===== src/rtl/core/uart_command_framer_macros.svh =====
// Assertion macros shared by the framer RTL.
`ifndef UART_COMMAND_FRAMER_MACROS_SVH
`define UART_COMMAND_FRAMER_MACROS_SVH

// Same-cycle implication, checked while out of reset.
`define UCF_ASSERT_IMPL(lbl, clk_s, rstn_s, ante, cons) \
  lbl: assert property (@(posedge clk_s) disable iff (!(rstn_s)) (ante) |-> (cons)) \
    else $error("%m: implication check failed");

// Next-cycle implication, checked while out of reset.
`define UCF_ASSERT_NEXT(lbl, clk_s, rstn_s, ante, cons) \
  lbl: assert property (@(posedge clk_s) disable iff (!(rstn_s)) (ante) |=> (cons)) \
    else $error("%m: next-cycle check failed");

`endif


===== src/rtl/core/ucf_pkg.sv =====
// Types and constants of the serial command framer.
package ucf_pkg;

  typedef enum logic [1:0] {
    KIND_BYTE    = 2'd0,
    KIND_TICK    = 2'd1,
    KIND_RELEASE = 2'd2,
    KIND_READ    = 2'd3
  } ucf_kind_t;

  localparam logic [7:0]  BINARY_MARK   = 8'h01;
  localparam logic [7:0]  NEWLINE_CHAR  = 8'h0A;
  localparam logic [15:0] TIMEOUT_RESET = 16'd1000;

  // Buffer access for one word; addresses carry the widest depth.
  typedef struct packed {
    logic       wr_en;
    logic [7:0] wr_addr;
    logic [7:0] wr_data;
    logic       rd_en;
    logic [7:0] rd_addr;
  } ucf_mem_req_t;

  typedef struct packed {
    logic       message_ready;
    logic       overrun;
    logic       binary_active;
    logic [7:0] fill_count;
  } ucf_status_t;

endpackage


===== src/rtl/core/ucf_frame_store.sv =====
// Frame buffer: one write port, one registered read port.
module ucf_frame_store #(
  parameter int BUFFER_DEPTH = 128
) (
  input  logic                 clk,
  input  logic                 step,
  input  ucf_pkg::ucf_mem_req_t req,
  output logic [7:0]           rd_data
);
  import ucf_pkg::*;

  localparam int AW = (BUFFER_DEPTH > 1) ? $clog2(BUFFER_DEPTH) : 1;

  logic [7:0] mem [BUFFER_DEPTH];
  logic [7:0] rd_data_r;

  always_ff @(posedge clk) begin
    if (step && req.wr_en) begin
      mem[req.wr_addr[AW-1:0]] <= req.wr_data;
    end
  end

  // Non-read words return zero.
  always_ff @(posedge clk) begin
    if (step) begin
      if (req.rd_en) begin
        rd_data_r <= mem[req.rd_addr[AW-1:0]];
      end else begin
        rd_data_r <= 8'd0;
      end
    end
  end

  assign rd_data = rd_data_r;

endmodule


===== src/rtl/core/ucf_frame_ctrl.sv =====
// Framing state: fill count, mode, pending and overrun flags, seconds timing.
module ucf_frame_ctrl #(
  parameter int BUFFER_DEPTH = 128
) (
  input  logic                  clk,
  input  logic                  rst_n,
  input  logic                  step,
  input  logic [1:0]            kind,
  input  logic [7:0]            rx_byte,
  input  logic [6:0]            read_index,
  input  logic [15:0]           idle_timeout,
  output ucf_pkg::ucf_mem_req_t mem_req,
  output ucf_pkg::ucf_status_t  status
);
  import ucf_pkg::*;

`include "uart_command_framer_macros.svh"

  localparam logic [7:0] DEPTH_W = 8'(BUFFER_DEPTH);

  logic [7:0]  fill_r, fill_nxt;
  logic        bin_r, bin_nxt;
  logic        pend_r, pend_nxt;
  logic        ovr_r, ovr_nxt;
  logic [31:0] sec_r, sec_nxt;
  logic [31:0] last_r, last_nxt;
  logic [7:0]  len_r, len_nxt;

  logic [31:0] gap;
  logic        drop;
  logic [7:0]  fill0, fill1;
  logic        bin0, bin1;
  logic        wr;

  always_comb begin
    gap   = sec_r - last_r;
    drop  = bin_r && (gap > {16'd0, idle_timeout});
    fill0 = drop ? 8'd0 : fill_r;
    bin0  = drop ? 1'b0 : bin_r;
    bin1  = (fill0 == 8'd0) ? (rx_byte == BINARY_MARK) : bin0;
    wr    = fill0 < DEPTH_W;
    fill1 = wr ? fill0 + 8'd1 : fill0;

    fill_nxt = fill_r;
    bin_nxt  = bin_r;
    pend_nxt = pend_r;
    ovr_nxt  = ovr_r;
    sec_nxt  = sec_r;
    last_nxt = last_r;
    len_nxt  = len_r;

    mem_req         = '0;
    mem_req.wr_addr = fill0;
    mem_req.wr_data = rx_byte;
    mem_req.rd_addr = {1'b0, read_index};

    unique case (ucf_kind_t'(kind))
      KIND_BYTE: begin
        ovr_nxt       = ovr_r | pend_r;
        last_nxt      = sec_r;
        bin_nxt       = bin1;
        fill_nxt      = fill1;
        mem_req.wr_en = wr;
        // Mirror byte 1, the binary length, as it lands in the buffer.
        if (wr && (fill0 == 8'd1)) begin
          len_nxt = rx_byte;
        end
        if (bin1) begin
          if ((fill1 > 8'd1) && (fill1 == len_nxt)) begin
            pend_nxt = 1'b1;
          end
        end else if (rx_byte == NEWLINE_CHAR) begin
          pend_nxt = 1'b1;
        end
      end
      KIND_TICK: begin
        sec_nxt = sec_r + 32'd1;
      end
      KIND_RELEASE: begin
        pend_nxt = 1'b0;
        ovr_nxt  = 1'b0;
        fill_nxt = 8'd0;
      end
      KIND_READ: begin
        mem_req.rd_en = {1'b0, read_index} < DEPTH_W;
      end
      default: begin
      end
    endcase
  end

  always_ff @(posedge clk) begin
    if (!rst_n) begin
      fill_r <= 8'd0;
      bin_r  <= 1'b0;
      pend_r <= 1'b0;
      ovr_r  <= 1'b0;
      sec_r  <= 32'd0;
      last_r <= 32'd0;
    end else if (step) begin
      fill_r <= fill_nxt;
      bin_r  <= bin_nxt;
      pend_r <= pend_nxt;
      ovr_r  <= ovr_nxt;
      sec_r  <= sec_nxt;
      last_r <= last_nxt;
    end
  end

  always_ff @(posedge clk) begin
    if (step) begin
      len_r <= len_nxt;
    end
  end

  assign status.message_ready = pend_r;
  assign status.overrun       = ovr_r;
  assign status.binary_active = bin_r;
  assign status.fill_count    = fill_r;

  `UCF_ASSERT_IMPL(a_fill_bound, clk, rst_n, 1'b1, fill_r <= DEPTH_W)
  `UCF_ASSERT_NEXT(a_release_clears, clk, rst_n, step && (kind == KIND_RELEASE), !pend_r && !ovr_r && (fill_r == 8'd0))
  `UCF_ASSERT_IMPL(a_overrun_cause, clk, rst_n, $rose(ovr_r), $past(pend_r))
  `UCF_ASSERT_NEXT(a_hold_idle, clk, rst_n, !step, $stable(fill_r) && $stable(sec_r) && $stable(pend_r))

endmodule


===== src/rtl/core/uart_command_framer.sv =====
// Top level of the serial command framer: input stage, framing control, buffer.
//
//  channel | direction | handshake            | word
//  in_     | input     | in_valid / in_ready   | kind, rx_byte, read_index
//  out_    | output    | out_valid / out_ready | flags, fill count, read data
//  cfg_    | input     | cfg_valid / cfg_ready | idle_timeout (16 bit)
//
// One word per cycle sustained while out_ready is high; words pass the input register.
// The input register feeds the framing logic, whose state registers and the buffer's
// registered read port form the result word.
// A stalled result holds the input stage; in_ready drops only when both are full.
// Reset (rst_n low, synchronous) clears flags, counts and idle_timeout to 1000;
// buffer contents are not cleared. cfg_ready is always high.
module uart_command_framer #(
  parameter int BUFFER_DEPTH = 128
) (
  input  logic        clk,
  input  logic        rst_n,
  input  logic        in_valid,
  output logic        in_ready,
  input  logic [1:0]  in_kind,
  input  logic [7:0]  in_rx_byte,
  input  logic [6:0]  in_read_index,
  output logic        out_valid,
  input  logic        out_ready,
  output logic        out_message_ready,
  output logic        out_overrun,
  output logic        out_binary_active,
  output logic [7:0]  out_fill_count,
  output logic [7:0]  out_read_data,
  input  logic        cfg_valid,
  output logic        cfg_ready,
  input  logic [15:0] cfg_data
);
  import ucf_pkg::*;

`include "uart_command_framer_macros.svh"

  logic        s1_valid_r;
  logic [1:0]  s1_kind_r;
  logic [7:0]  s1_byte_r;
  logic [6:0]  s1_idx_r;
  logic        out_valid_r;
  logic [15:0] timeout_r;
  logic        advance;

  ucf_mem_req_t mem_req;
  ucf_status_t  status;

  // Advance the staged word whenever the result slot is free or being taken.
  assign advance   = s1_valid_r && (!out_valid_r || out_ready);
  assign in_ready  = !s1_valid_r || advance;
  assign cfg_ready = 1'b1;

  always_ff @(posedge clk) begin
    if (!rst_n) begin
      s1_valid_r  <= 1'b0;
      out_valid_r <= 1'b0;
      timeout_r   <= TIMEOUT_RESET;
    end else begin
      if (in_ready) begin
        s1_valid_r <= in_valid;
      end
      if (advance) begin
        out_valid_r <= 1'b1;
      end else if (out_ready) begin
        out_valid_r <= 1'b0;
      end
      if (cfg_valid) begin
        timeout_r <= cfg_data;
      end
    end
  end

  always_ff @(posedge clk) begin
    if (in_valid && in_ready) begin
      s1_kind_r <= in_kind;
      s1_byte_r <= in_rx_byte;
      s1_idx_r  <= in_read_index;
    end
  end

  ucf_frame_ctrl #(
    .BUFFER_DEPTH(BUFFER_DEPTH)
  ) u_ctrl (
    .clk         (clk),
    .rst_n       (rst_n),
    .step        (advance),
    .kind        (s1_kind_r),
    .rx_byte     (s1_byte_r),
    .read_index  (s1_idx_r),
    .idle_timeout(timeout_r),
    .mem_req     (mem_req),
    .status      (status)
  );

  ucf_frame_store #(
    .BUFFER_DEPTH(BUFFER_DEPTH)
  ) u_store (
    .clk    (clk),
    .step   (advance),
    .req    (mem_req),
    .rd_data(out_read_data)
  );

  assign out_valid         = out_valid_r;
  assign out_message_ready = status.message_ready;
  assign out_overrun       = status.overrun;
  assign out_binary_active = status.binary_active;
  assign out_fill_count    = status.fill_count;

  `UCF_ASSERT_NEXT(a_stage_holds, clk, rst_n, s1_valid_r && !advance, s1_valid_r && $stable(s1_kind_r))
  `UCF_ASSERT_NEXT(a_advance_fills, clk, rst_n, advance, out_valid_r)
  `UCF_ASSERT_IMPL(a_stall_blocks, clk, rst_n, out_valid_r && !out_ready && s1_valid_r, !in_ready)

endmodule

===== config.mk =====
export PLATFORM = sky130hd
export DESIGN_NAME = uart_command_framer
export DESIGN_NICKNAME = d
export VERILOG_FILES = /design/src/rtl/core/ucf_pkg.sv /design/src/rtl/core/ucf_frame_store.sv /design/src/rtl/core/ucf_frame_ctrl.sv /design/src/rtl/core/uart_command_framer.sv
export VERILOG_INCLUDE_DIRS = /design/src /design/src/rtl/core
export SDC_FILE = /design/constraint.sdc
export NUM_CORES = 1
export LEC_CHECK = 0
export CAP_MARGIN = 25
export CELL_PAD_IN_SITES_DETAIL_PLACEMENT = 1
export CELL_PAD_IN_SITES_GLOBAL_PLACEMENT = 2
export CORE_UTILIZATION = 53
export DETAILED_ROUTE_END_ITERATION = 7
export DONT_BUFFER_PORTS = 1
export PLACE_DENSITY = 0.83
export SYNTH_ARGS = -nofsm -noshare
export SYNTH_HDL_FRONTEND = slang
export SYNTH_SLANG_ARGS = --single-unit

===== constraint.sdc =====
create_clock -name clk -period 14.65 [get_ports clk]
set_input_delay 4.395 -clock clk [delete_from_list [all_inputs] [get_ports clk]]
set_output_delay 4.395 -clock clk [all_outputs]
set_load 0.1 [all_outputs]

### Word level (Yosys, flattened, before mapping)

Memories as Yosys holds them, arrays and structs flattened. A register that Yosys moved wholly into a read port is not among the register bits.
Index checks and enable logic that the tools add are counted.

| word-level totals | value |
|---|---|
| logic and storage cells | 67 |
| flip-flop bits (word level) | 118 |
| RAM bits | 1024 |
| output and inout port bits | 22 |
| input port bits | 38 |
| memories | 1 |

Memory list:

| memory | depth | bits a word | rd ports | clocked after Yosys merged registers in | write ports | line | source |
|---|---|---|---|---|---|---|---|
| u_store.mem | 128 | 8 | 1 | 1 | 1 | ucf_frame_store.sv:14 | `logic [7:0] mem [BUFFER_DEPTH];` |

| operators by class | value |
|---|---|
| equal/unequal tests | 9 |
| mux-type cells | 18 |
| magnitude comparators | 3 |
| add/subtract/negate cells | 3 |
| bitwise logic cells | 1 |
| reductions and logical operators | 19 |

Operators by type and width:

| cell | count |
|---|---|
| $add 32x1->32 const B | 1 |
| $gt 32x16->1 | 1 |
| $mux 8 | 4 |
| $sub 32x32->32 | 1 |
| $eq 8x1->1 const B | 2 |
| $pmux 8 s2 | 1 |
| $mux 1 | 11 |
| $add 8x1->8 const B | 1 |
| $eq 8x4->1 const B | 1 |
| $eq 8x8->1 | 1 |
| $gt 8x1->1 const B | 1 |
| $logic_not 8->1 | 1 |
| $lt 8x8->1 const B | 1 |
| $logic_and 1x1->1 | 6 |
| $reduce_and 2->1 | 3 |
| $eq 2x2->1 const B | 2 |
| $pmux 1 s2 | 2 |
| $reduce_and 4->1 | 1 |
| $reduce_bool 2->1 | 2 |
| $logic_not 1->1 | 3 |
| $ne 3x1->1 const B | 1 |
| $ne 3x3->1 const B | 1 |
| $eq 2x1->1 const B | 1 |
| $logic_not 2->1 | 1 |
| other kinds (2) | 3 |

### Depth between registers and ports, before layout

Gate-level depths: netlist of the first run.

| depth | value |
|---|---|
| depth after elaboration | 13 |
| depth in mapped cells | 33 |
| mapped depth without buffers | 31 |

### By module

From an unflattened synthesis of the first run, not the netlist that was laid out.

| second synthesis, totals | value |
|---|---|
| cells, all modules | 3052 |
| area total of the unflattened synthesis | 48591.6 µm² |

Modules (own cells, without submodules):

| module | seq. area each (µm²) | times used | cells an instance | area each (µm²) |
|---|---|---|---|---|
| ucf_frame_store | 30989.7 | 1 | 2040 | 40406.3 |
| ucf_frame_ctrl | 1741.7 | 1 | 933 | 6977.9 |
| uart_command_framer | 870.8 | 1 | 79 | 1207.4 |

### Least setup slack after synthesis of the first run

No wires, ideal clock.

| path | value |
|---|---|
| path type | input port to output port |
| from | in out_ready |
| to | out in_ready |
| data required time | 10.255 ns |
| data arrival time | 5.155 ns |
| slack | 5.100 ns |
| buffers on the path | 0 |
| cell stages on the path | 2 |
| cell sequence | nor2b_1 -> nand2_1 |

| between the ends | value |
|---|---|
| word-level cells in the longest chain between the ends | 3 |

RTL lines:

| item | line | source |
|---|---|---|
| start: declaration | uart_command_framer.sv:25 | `input logic out_ready,` |
| $logic_or 1x1->1 | uart_command_framer.sv:51 | `assign advance = s1_valid_r && (!out_valid_r \|\| out_ready);` |
| $logic_and 1x1->1 | uart_command_framer.sv:51 |  |
| $logic_or 1x1->1 | uart_command_framer.sv:52 | `assign in_ready = !s1_valid_r \|\| advance;` |
| end: declaration | uart_command_framer.sv:20 | `output logic in_ready,` |

No other way between the ends.

### Final worst setup path of the first run

Ends and elaborated chain as after synthesis.

==> results_dict.tcl, run 1 <==
set metrics [dict create \
    status "finished with violations" \
    violations "design-rule violations" \
    synth_top_area_cell "edfxtp_1" \
    grt_pass1_vias 25400 \
    r2r-start "u_ctrl.sec_r[3]" \
    maxCapViolCount 0 \
    clock_latency_ns 0.71 \
    setup_viol 0 \
    crit_buf_inv 0 \
    rsz0062_at_grt "false" \
    synth_area_leaders "edfxtp_1, mux4_2, dfxtp_1, ha_1, nor2_1" \
    clock.fmax_mhz 103 \
    slowest_delay_ns 0.63 \
    period_share_pct 66.0 \
    synth_nets 2649 \
    clk_path_buf_depth 3 \
    cts_setup_buffers 0 \
    hp-start "u_ctrl.last_r[21]" \
    vias_per_cell 6.28 \
    drive_gt1_share_pct 22.1 \
    leakagePower_nw 16.7 \
    peakVddDrop_mv 0.0848 \
    finClkSkew_ns 0.0310 \
    async_reset_ff_share_pct 0 \
    maxSlewViolCount 0 \
    cts_buffers 114 \
    cp.arrival_ns 5.27 \
    antenna_found_initial 3 \
    rr_worst_depth 22 \
    cts_resized 0 \
    grt_remaining_overflow 0 \
    clkPwrFrac_pct 41.7 \
    num-nets-final 2686 \
    rr_endpoint "u_store.mem[15][4]" \
    yosys_register_bits 1150 \
    synth_area_um2 47500 \
    slew_headroom_pct 21.7 \
    synth.distinct_cells 79 \
    start_util_pct 53.6 \
    avgSynthCellArea_um2 18.6 \
    firstDrtPassIters 7 \
    fillerInstances 7580 \
    grt_pass1_wl_mm 170 \
    cp.required_ns 10.26 \
    setup_tns_ns 0 \
    combPwrFrac_pct 4.6 \
    cp_top_family "simple AND/OR/NAND/NOR gates" \
    cp_num_cells 2 \
    rows 109 \
    path_cells "nor2b_1 -> nand2_1" \
    cts_tree "yes" \
    placeableCoreArea_um2 88500 \
    hold_class "reg2reg" \
    port-buffer-count 0 \
    synth_edf_count 1057 \
    startpoint_type "primary input" \
    die_height_um 301 \
    critPathMaxFanout 4 \
    post-route-min-period_ns 9.66 \
    worstSetupStartpoint "out_ready" \
    wirelength_mm 115 \
    switching_share_pct 21.2 \
    dieArea_um2 90800 \
    whs_ns 0.463 \
    drc 4 \
    hold_viol 0 \
    reg2reg_slack_ns 7.20 \
    fp.dieW_um 301 \
    io_pins 60 \
    drtIter0Drc 2269 \
    cts_hold_buf 0 \
    crit_end "in_ready" \
    synth_ff_type "edfxtp_1" \
    tightest_slew_ns 1.17 \
    fin_util_pct 59.3 \
    grt_start_max_net_pins 182 \
    synth.top_cell.area_share_pct 66.9 \
    syn_inst 2559 \
    yosysSeqAreaShare_pct 70.8 \
    cts_root_buf "clkbuf_16" \
    seqPwrFrac_pct 53.7 \
    antenna_left 0 \
    num_vias 24200 \
    power_per_cell_area_nw_per_um2 128 \
    cts_sinks 1150 \
    htreeDepth 3 \
    grtUsageTotal_pct 25.8 \
    dp_hpwl_mm 71.2 \
    p_switching_w 0.00142 \
    slowest_stage "nand2_1" \
    finalPower_w 0.00672 \
    clk_pin_slew_ns 0.06 \
    crit_type "in2out" \
    wl_per_cell_um 29.7 \
    critPathCaptureType "output port" \
    internal-power_w 0.00530 \
    yosysWarnings 0 \
    area_growth_pct 10.5 \
    place_congestion 0.793 \
    postPlaceCellArea_um2 48900 \
    stdcell_area_um2 52500 \
]
[worst reg2reg max path, stage by stage (launching register included)]
cell	delay, ns
dfxtp_1	0.45
ha_1	0.32
and2_1	0.21
a221oi_2	0.29
nand2_1	0.11
and2_1	0.20
a21oi_1	0.22
o21ai_0	0.12
xor2_1	0.16
ha_1	0.30
nand4_1	0.13
or2_2	0.33
nor2_1	0.12
mux2i_1	0.30
o221ai_1	0.15
or4_4	0.55
nor4_4	0.21
a41o_2	0.62
nand2_4	0.17
inv_1	0.25
nand4_1	0.64
buf_4	0.51
nor2_1	0.70
[power by group through the flow]
| stage | logic, W | registers [W] | clock network, W |
|---|---|---|---|
| 2_1_floorplan | 0.000183 | 0.00370 | 0 |
| 3_3_place_gp | 0.000299 | 0.00368 | 0 |
| 3_5_place_dp | 0.000313 | 0.00368 | 0 |
| 4_1_cts | 0.000314 | 0.00361 | 0.00284 |
| 5_1_grt | 0.000329 | 0.00361 | 0.00294 |
| 6_report | 0.000312 | 0.00361 | 0.00280 |
[worst min-delay path by stage]
stage	slack (ns)	cells past startpoint	to
floorplan	0.44	2	u_ctrl.last_r[26]
finish	0.46	2	u_ctrl.last_r[21]
global placement	0.45	2	u_ctrl.last_r[11]
detailed placement	0.46	2	u_ctrl.last_r[20]
CTS	0.47	2	u_ctrl.last_r[20]
global route	0.49	2	u_ctrl.last_r[16]
[final cells by class]
type	count	area [µm²]	area share, %
tap	1165	1460	2.78
antenna	1	2.50	0.00477
multi-input combinational	1215	13100	25.0
inverter	64	240	0.458
clock inverter	67	527	1.00
timing repair buffer	51	493	0.940
clock buffer	145	3030	5.78
sequential	1150	33600	64.0
[state kept, by name, indices dropped and copies added (netlist names)]
| signal | flops |
|---|---|
| u_ctrl.ovr_r | 1 |
| s1_idx_r | 7 |
| s1_valid_r | 1 |
| u_store.rd_data | 8 |
| u_ctrl.fill_r | 8 |
| out_valid | 1 |
| u_store.mem | 1024 |
| u_ctrl.sec_r | 32 |
| u_ctrl.len_r | 8 |
| u_ctrl.last_r | 32 |
| u_ctrl.bin_r | 1 |
| u_ctrl.pend_r | 1 |
| timeout_r | 16 |
| s1_byte_r | 8 |
| s1_kind_r | 2 |
[placed cells by master, fill, tap and decap left out, types with 5 or more instances in the layout]
master,netlist,routed
clkbuf_1,75,28
o21ai_1,6,6
mux4_2,336,336
o31ai_1,8,8
nor2_1,168,168
and3_1,10,10
a21oi_2,7,7
nand3_1,38,34
mux2i_1,25,25
clkbuf_16,0,117
nor3_1,15,15
and4_1,10,10
xnor2_1,39,39
mux2_2,5,5
a211oi_1,6,6
nor2_2,12,12
edfxtp_1,1057,1057
buf_4,1,43
clkinv_2,0,19
nand2b_1,9,9
a21boi_0,35,35
nand4_1,18,18
a31oi_1,5,5
xor2_1,22,22
and2_1,37,37
inv_1,63,63
nand2_1,145,145
ha_1,51,51
o21ai_0,30,30
o21a_1,8,8
a21oi_1,50,50
nor2b_1,28,28
a21o_1,7,7
or3_1,11,11
clkinv_1,0,32
dfxtp_1,93,93
bufinv_16,0,7
o211ai_1,13,13
[cells by family (layout without fill, tap and decap cells)]
kind of cell	count (synthesis)	count (layout)	share of synthesized area, %
XOR/XNOR	61	61	1.13
buffers and inverters	194	327	1.65
AO/OA/AOI/OAI	210	210	3.10
adder cells (fa/ha/maj)	52	52	1.39
multiplexers	369	369	16.7
AND/OR/NAND/NOR	522	522	5.28
flip-flops	1150	1150	70.8
other	1	2	0.00790
[Yosys cell counts (13+ instances only)]
cell      instances
mux4_2          336
ha_1             51
edfxtp_1       1057
xor2_1           22
o21ai_0          30
nand3_1          38
buf_2            16
buf_1            34
inv_1            63
a21boi_0         35
nand2_1         145
and2_1           37
nor3_1           15
xnor2_1          39
mux2i_1          25
o211ai_1         13
clkbuf_1         75
dfxtp_1          93
a21oi_1          50
nor2b_1          28
nand4_1          18
nor2_1          168
[routing by layer]
layer	GRT usage (%)	vias up	share of wire, %
li1	-	10300	-
met1	36.4	12900	42
met2	42.8	836	50
met3	3.96	139	6.4
met4	5.89	4	1.8
met5	0	-	0.023
[per-stage QoR]
stage | setup WS, ns | instances
6_report | 4.99 | 3858
5_1_grt | 4.93 | 3857
4_1_cts | 4.97 | 3855
3_5_place_dp | 4.97 | 3643
3_3_place_gp | 5.01 | 3638
2_1_floorplan | 5.10 | 2559
Power figures use the tool's default switching activity.
==> run 2: changes to the inputs <==
--- a/config.mk
+++ b/config.mk
@@ -9,10 +9,10 @@
 export CAP_MARGIN = 25
 export CELL_PAD_IN_SITES_DETAIL_PLACEMENT = 1
 export CELL_PAD_IN_SITES_GLOBAL_PLACEMENT = 2
-export CORE_UTILIZATION = 53
+export CORE_UTILIZATION = 45
 export DETAILED_ROUTE_END_ITERATION = 7
 export DONT_BUFFER_PORTS = 1
-export PLACE_DENSITY = 0.83
+export PLACE_DENSITY = 0.75
 export SYNTH_ARGS = -nofsm -noshare
 export SYNTH_HDL_FRONTEND = slang
 export SYNTH_SLANG_ARGS = --single-unit
==> constraint.sdc (replaced) <==
create_clock -name clk -period 8.19 [get_ports clk]
set_input_delay 2.457 -clock clk [delete_from_list [all_inputs] [get_ports clk]]
set_output_delay 2.457 -clock clk [all_outputs]
set_load 0.1 [all_outputs]
==> results_dict.tcl, run 2 (synthesis gave the netlist of run 1 again) <==
set metrics [dict create \
    startpoint_type "register" \
    grt_pass1_wl_mm 173 \
    power_per_cell_area_nw_per_um2 234 \
    cp.arrival_ns 7.72 \
    dieArea_um2 107000 \
    whs_ns 0.461 \
    final_cell_mix "edfxtp_1, mux4_2, nor2_1, nand2_1, clkbuf_16" \
    fin_util_pct 51.0 \
    tightest_slew_ns 1.08 \
    wirelength_mm 117 \
    slowest_stage "a41o_2" \
    leakagePower_nw 16.9 \
    finalPower_w 0.0124 \
    cts_buffers 115 \
    io_pins 60 \
    placeableCoreArea_um2 104000 \
    peakVddDrop_mv 0.183 \
    grt_pass1_vias 25200 \
    area_growth_pct 11.9 \
    status "completed" \
    final_common_cell "edfxtp_1" \
    hold_viol 0 \
    cts_root_buf "clkbuf_16" \
    antenna_cells 0 \
    cts_sinks 1150 \
    crit_type "reg2reg" \
    antenna_left 0 \
    htreeDepth 3 \
    num-nets-final 2692 \
    grt_start_max_net_pins 165 \
    finClkSkew_ns 0.0474 \
    clk_path_buf_depth 3 \
    hold_class "reg2reg" \
    die_height_um 327 \
    cts_hold_buf 0 \
    port-buffer-count 0 \
    drc 0 \
    maxSlewViolCount 0 \
    rows 118 \
    maxCapViolCount 0 \
    grtUsageTotal_pct 22.1 \
    drtIter0Drc 2020 \
    fp.dieW_um 327 \
    critPathMaxFanout 24 \
    num_vias 24100 \
    vias_per_cell 5.90 \
    largest_reg_flops 1024 \
    setup_viol 0 \
    wl_per_cell_um 28.7 \
    cp.required_ns 8.75 \
    clk_pin_slew_ns 0.06 \
    antenna_found_initial 6 \
    drive_gt1_share_pct 22.8 \
    period_share_pct 87.4 \
    post-route-min-period_ns 7.16 \
    grt_remaining_overflow 0 \
    firstDrtPassIters 5 \
    place_congestion 0.799 \
    cts_resized 0 \
    clock_latency_ns 0.71 \
    slowest_delay_ns 0.57 \
    critPathCaptureType "register" \
    finalNonFillerCells 4083 \
    cts_tree "yes" \
    setup_tns_ns 0 \
    slew_headroom_pct 28.0 \
    dp_hpwl_mm 73.8 \
    start_util_pct 45.6 \
    clock.fmax_mhz 140 \
    rsz0062_at_grt "false" \
    placed_cells 3858 \
    cts_setup_buffers 0 \
]
## run 2: cell count changes in the layout (fill, tap and decap cells not counted), sizes merged
cell	before	now
clkinvlp	3	6
clkinv	54	51
bufinv	7	16
inv	67	68
buf	51	53
diode	1	0
clkbuf	145	144
## run 2: metrics by stage
stage          worst slack (ns)  instance area (µm²)
4_1_cts                    1.09                53000
2_1_floorplan              1.88                47500
3_3_place_gp               1.28                49100
3_5_place_dp               1.12                49100
6_report                   1.03                53100
5_1_grt                   0.561                53100
## run 2: per-layer routing
layer / wire length, µm / global-route usage [%] / vias up
li1: - / - / 10300
met1: 51600 / 31.6 / 12900
met2: 57600 / 36.1 / 704
met3: 5940 / 3.44 / 145
met4: 2230 / 4.78 / 4
met5: 27 / 0 / -
## run 2: path summary, 6_finish.rpt
check                                       start           endpoint  slack [ns]  cells past startpoint
worst max-delay path              u_ctrl.sec_r[3]      u_ctrl.pend_r        1.03                     29
worst min-delay path            u_ctrl.last_r[11]  u_ctrl.last_r[11]        0.46                      2
worst max register to register    u_ctrl.sec_r[3]      u_ctrl.pend_r        1.03                     29
worst min register to register  u_ctrl.last_r[11]  u_ctrl.last_r[11]        0.46                      2
## run 2: cell type report
type | count | area [µm²]
inverters | 64 | 240
repair buffers | 56 | 558
well taps | 1380 | 1730
fillers | 9390 | 51000
clock inverters | 77 | 848
multi-input cells | 1215 | 13100
clock buffers | 141 | 3050
flip-flops and latches | 1150 | 33600
## run 2: power by group
part	internal, W	switching, W
clock	0.00315	0.00225
combinational	0.000226	0.000339
sequential	0.00642	0.0000299
total	0.00980	0.00262
## run 2: critical path: cells and delay by family, from the launching register on
kind            cells  cell delay [ns]
simple gates       13             2.71
flops               1             0.45
fa+ha+maj           3             0.85
xor+xnor            2             0.37
buf+inv             2             0.25
compound gates      8             2.15
mux                 1             0.25
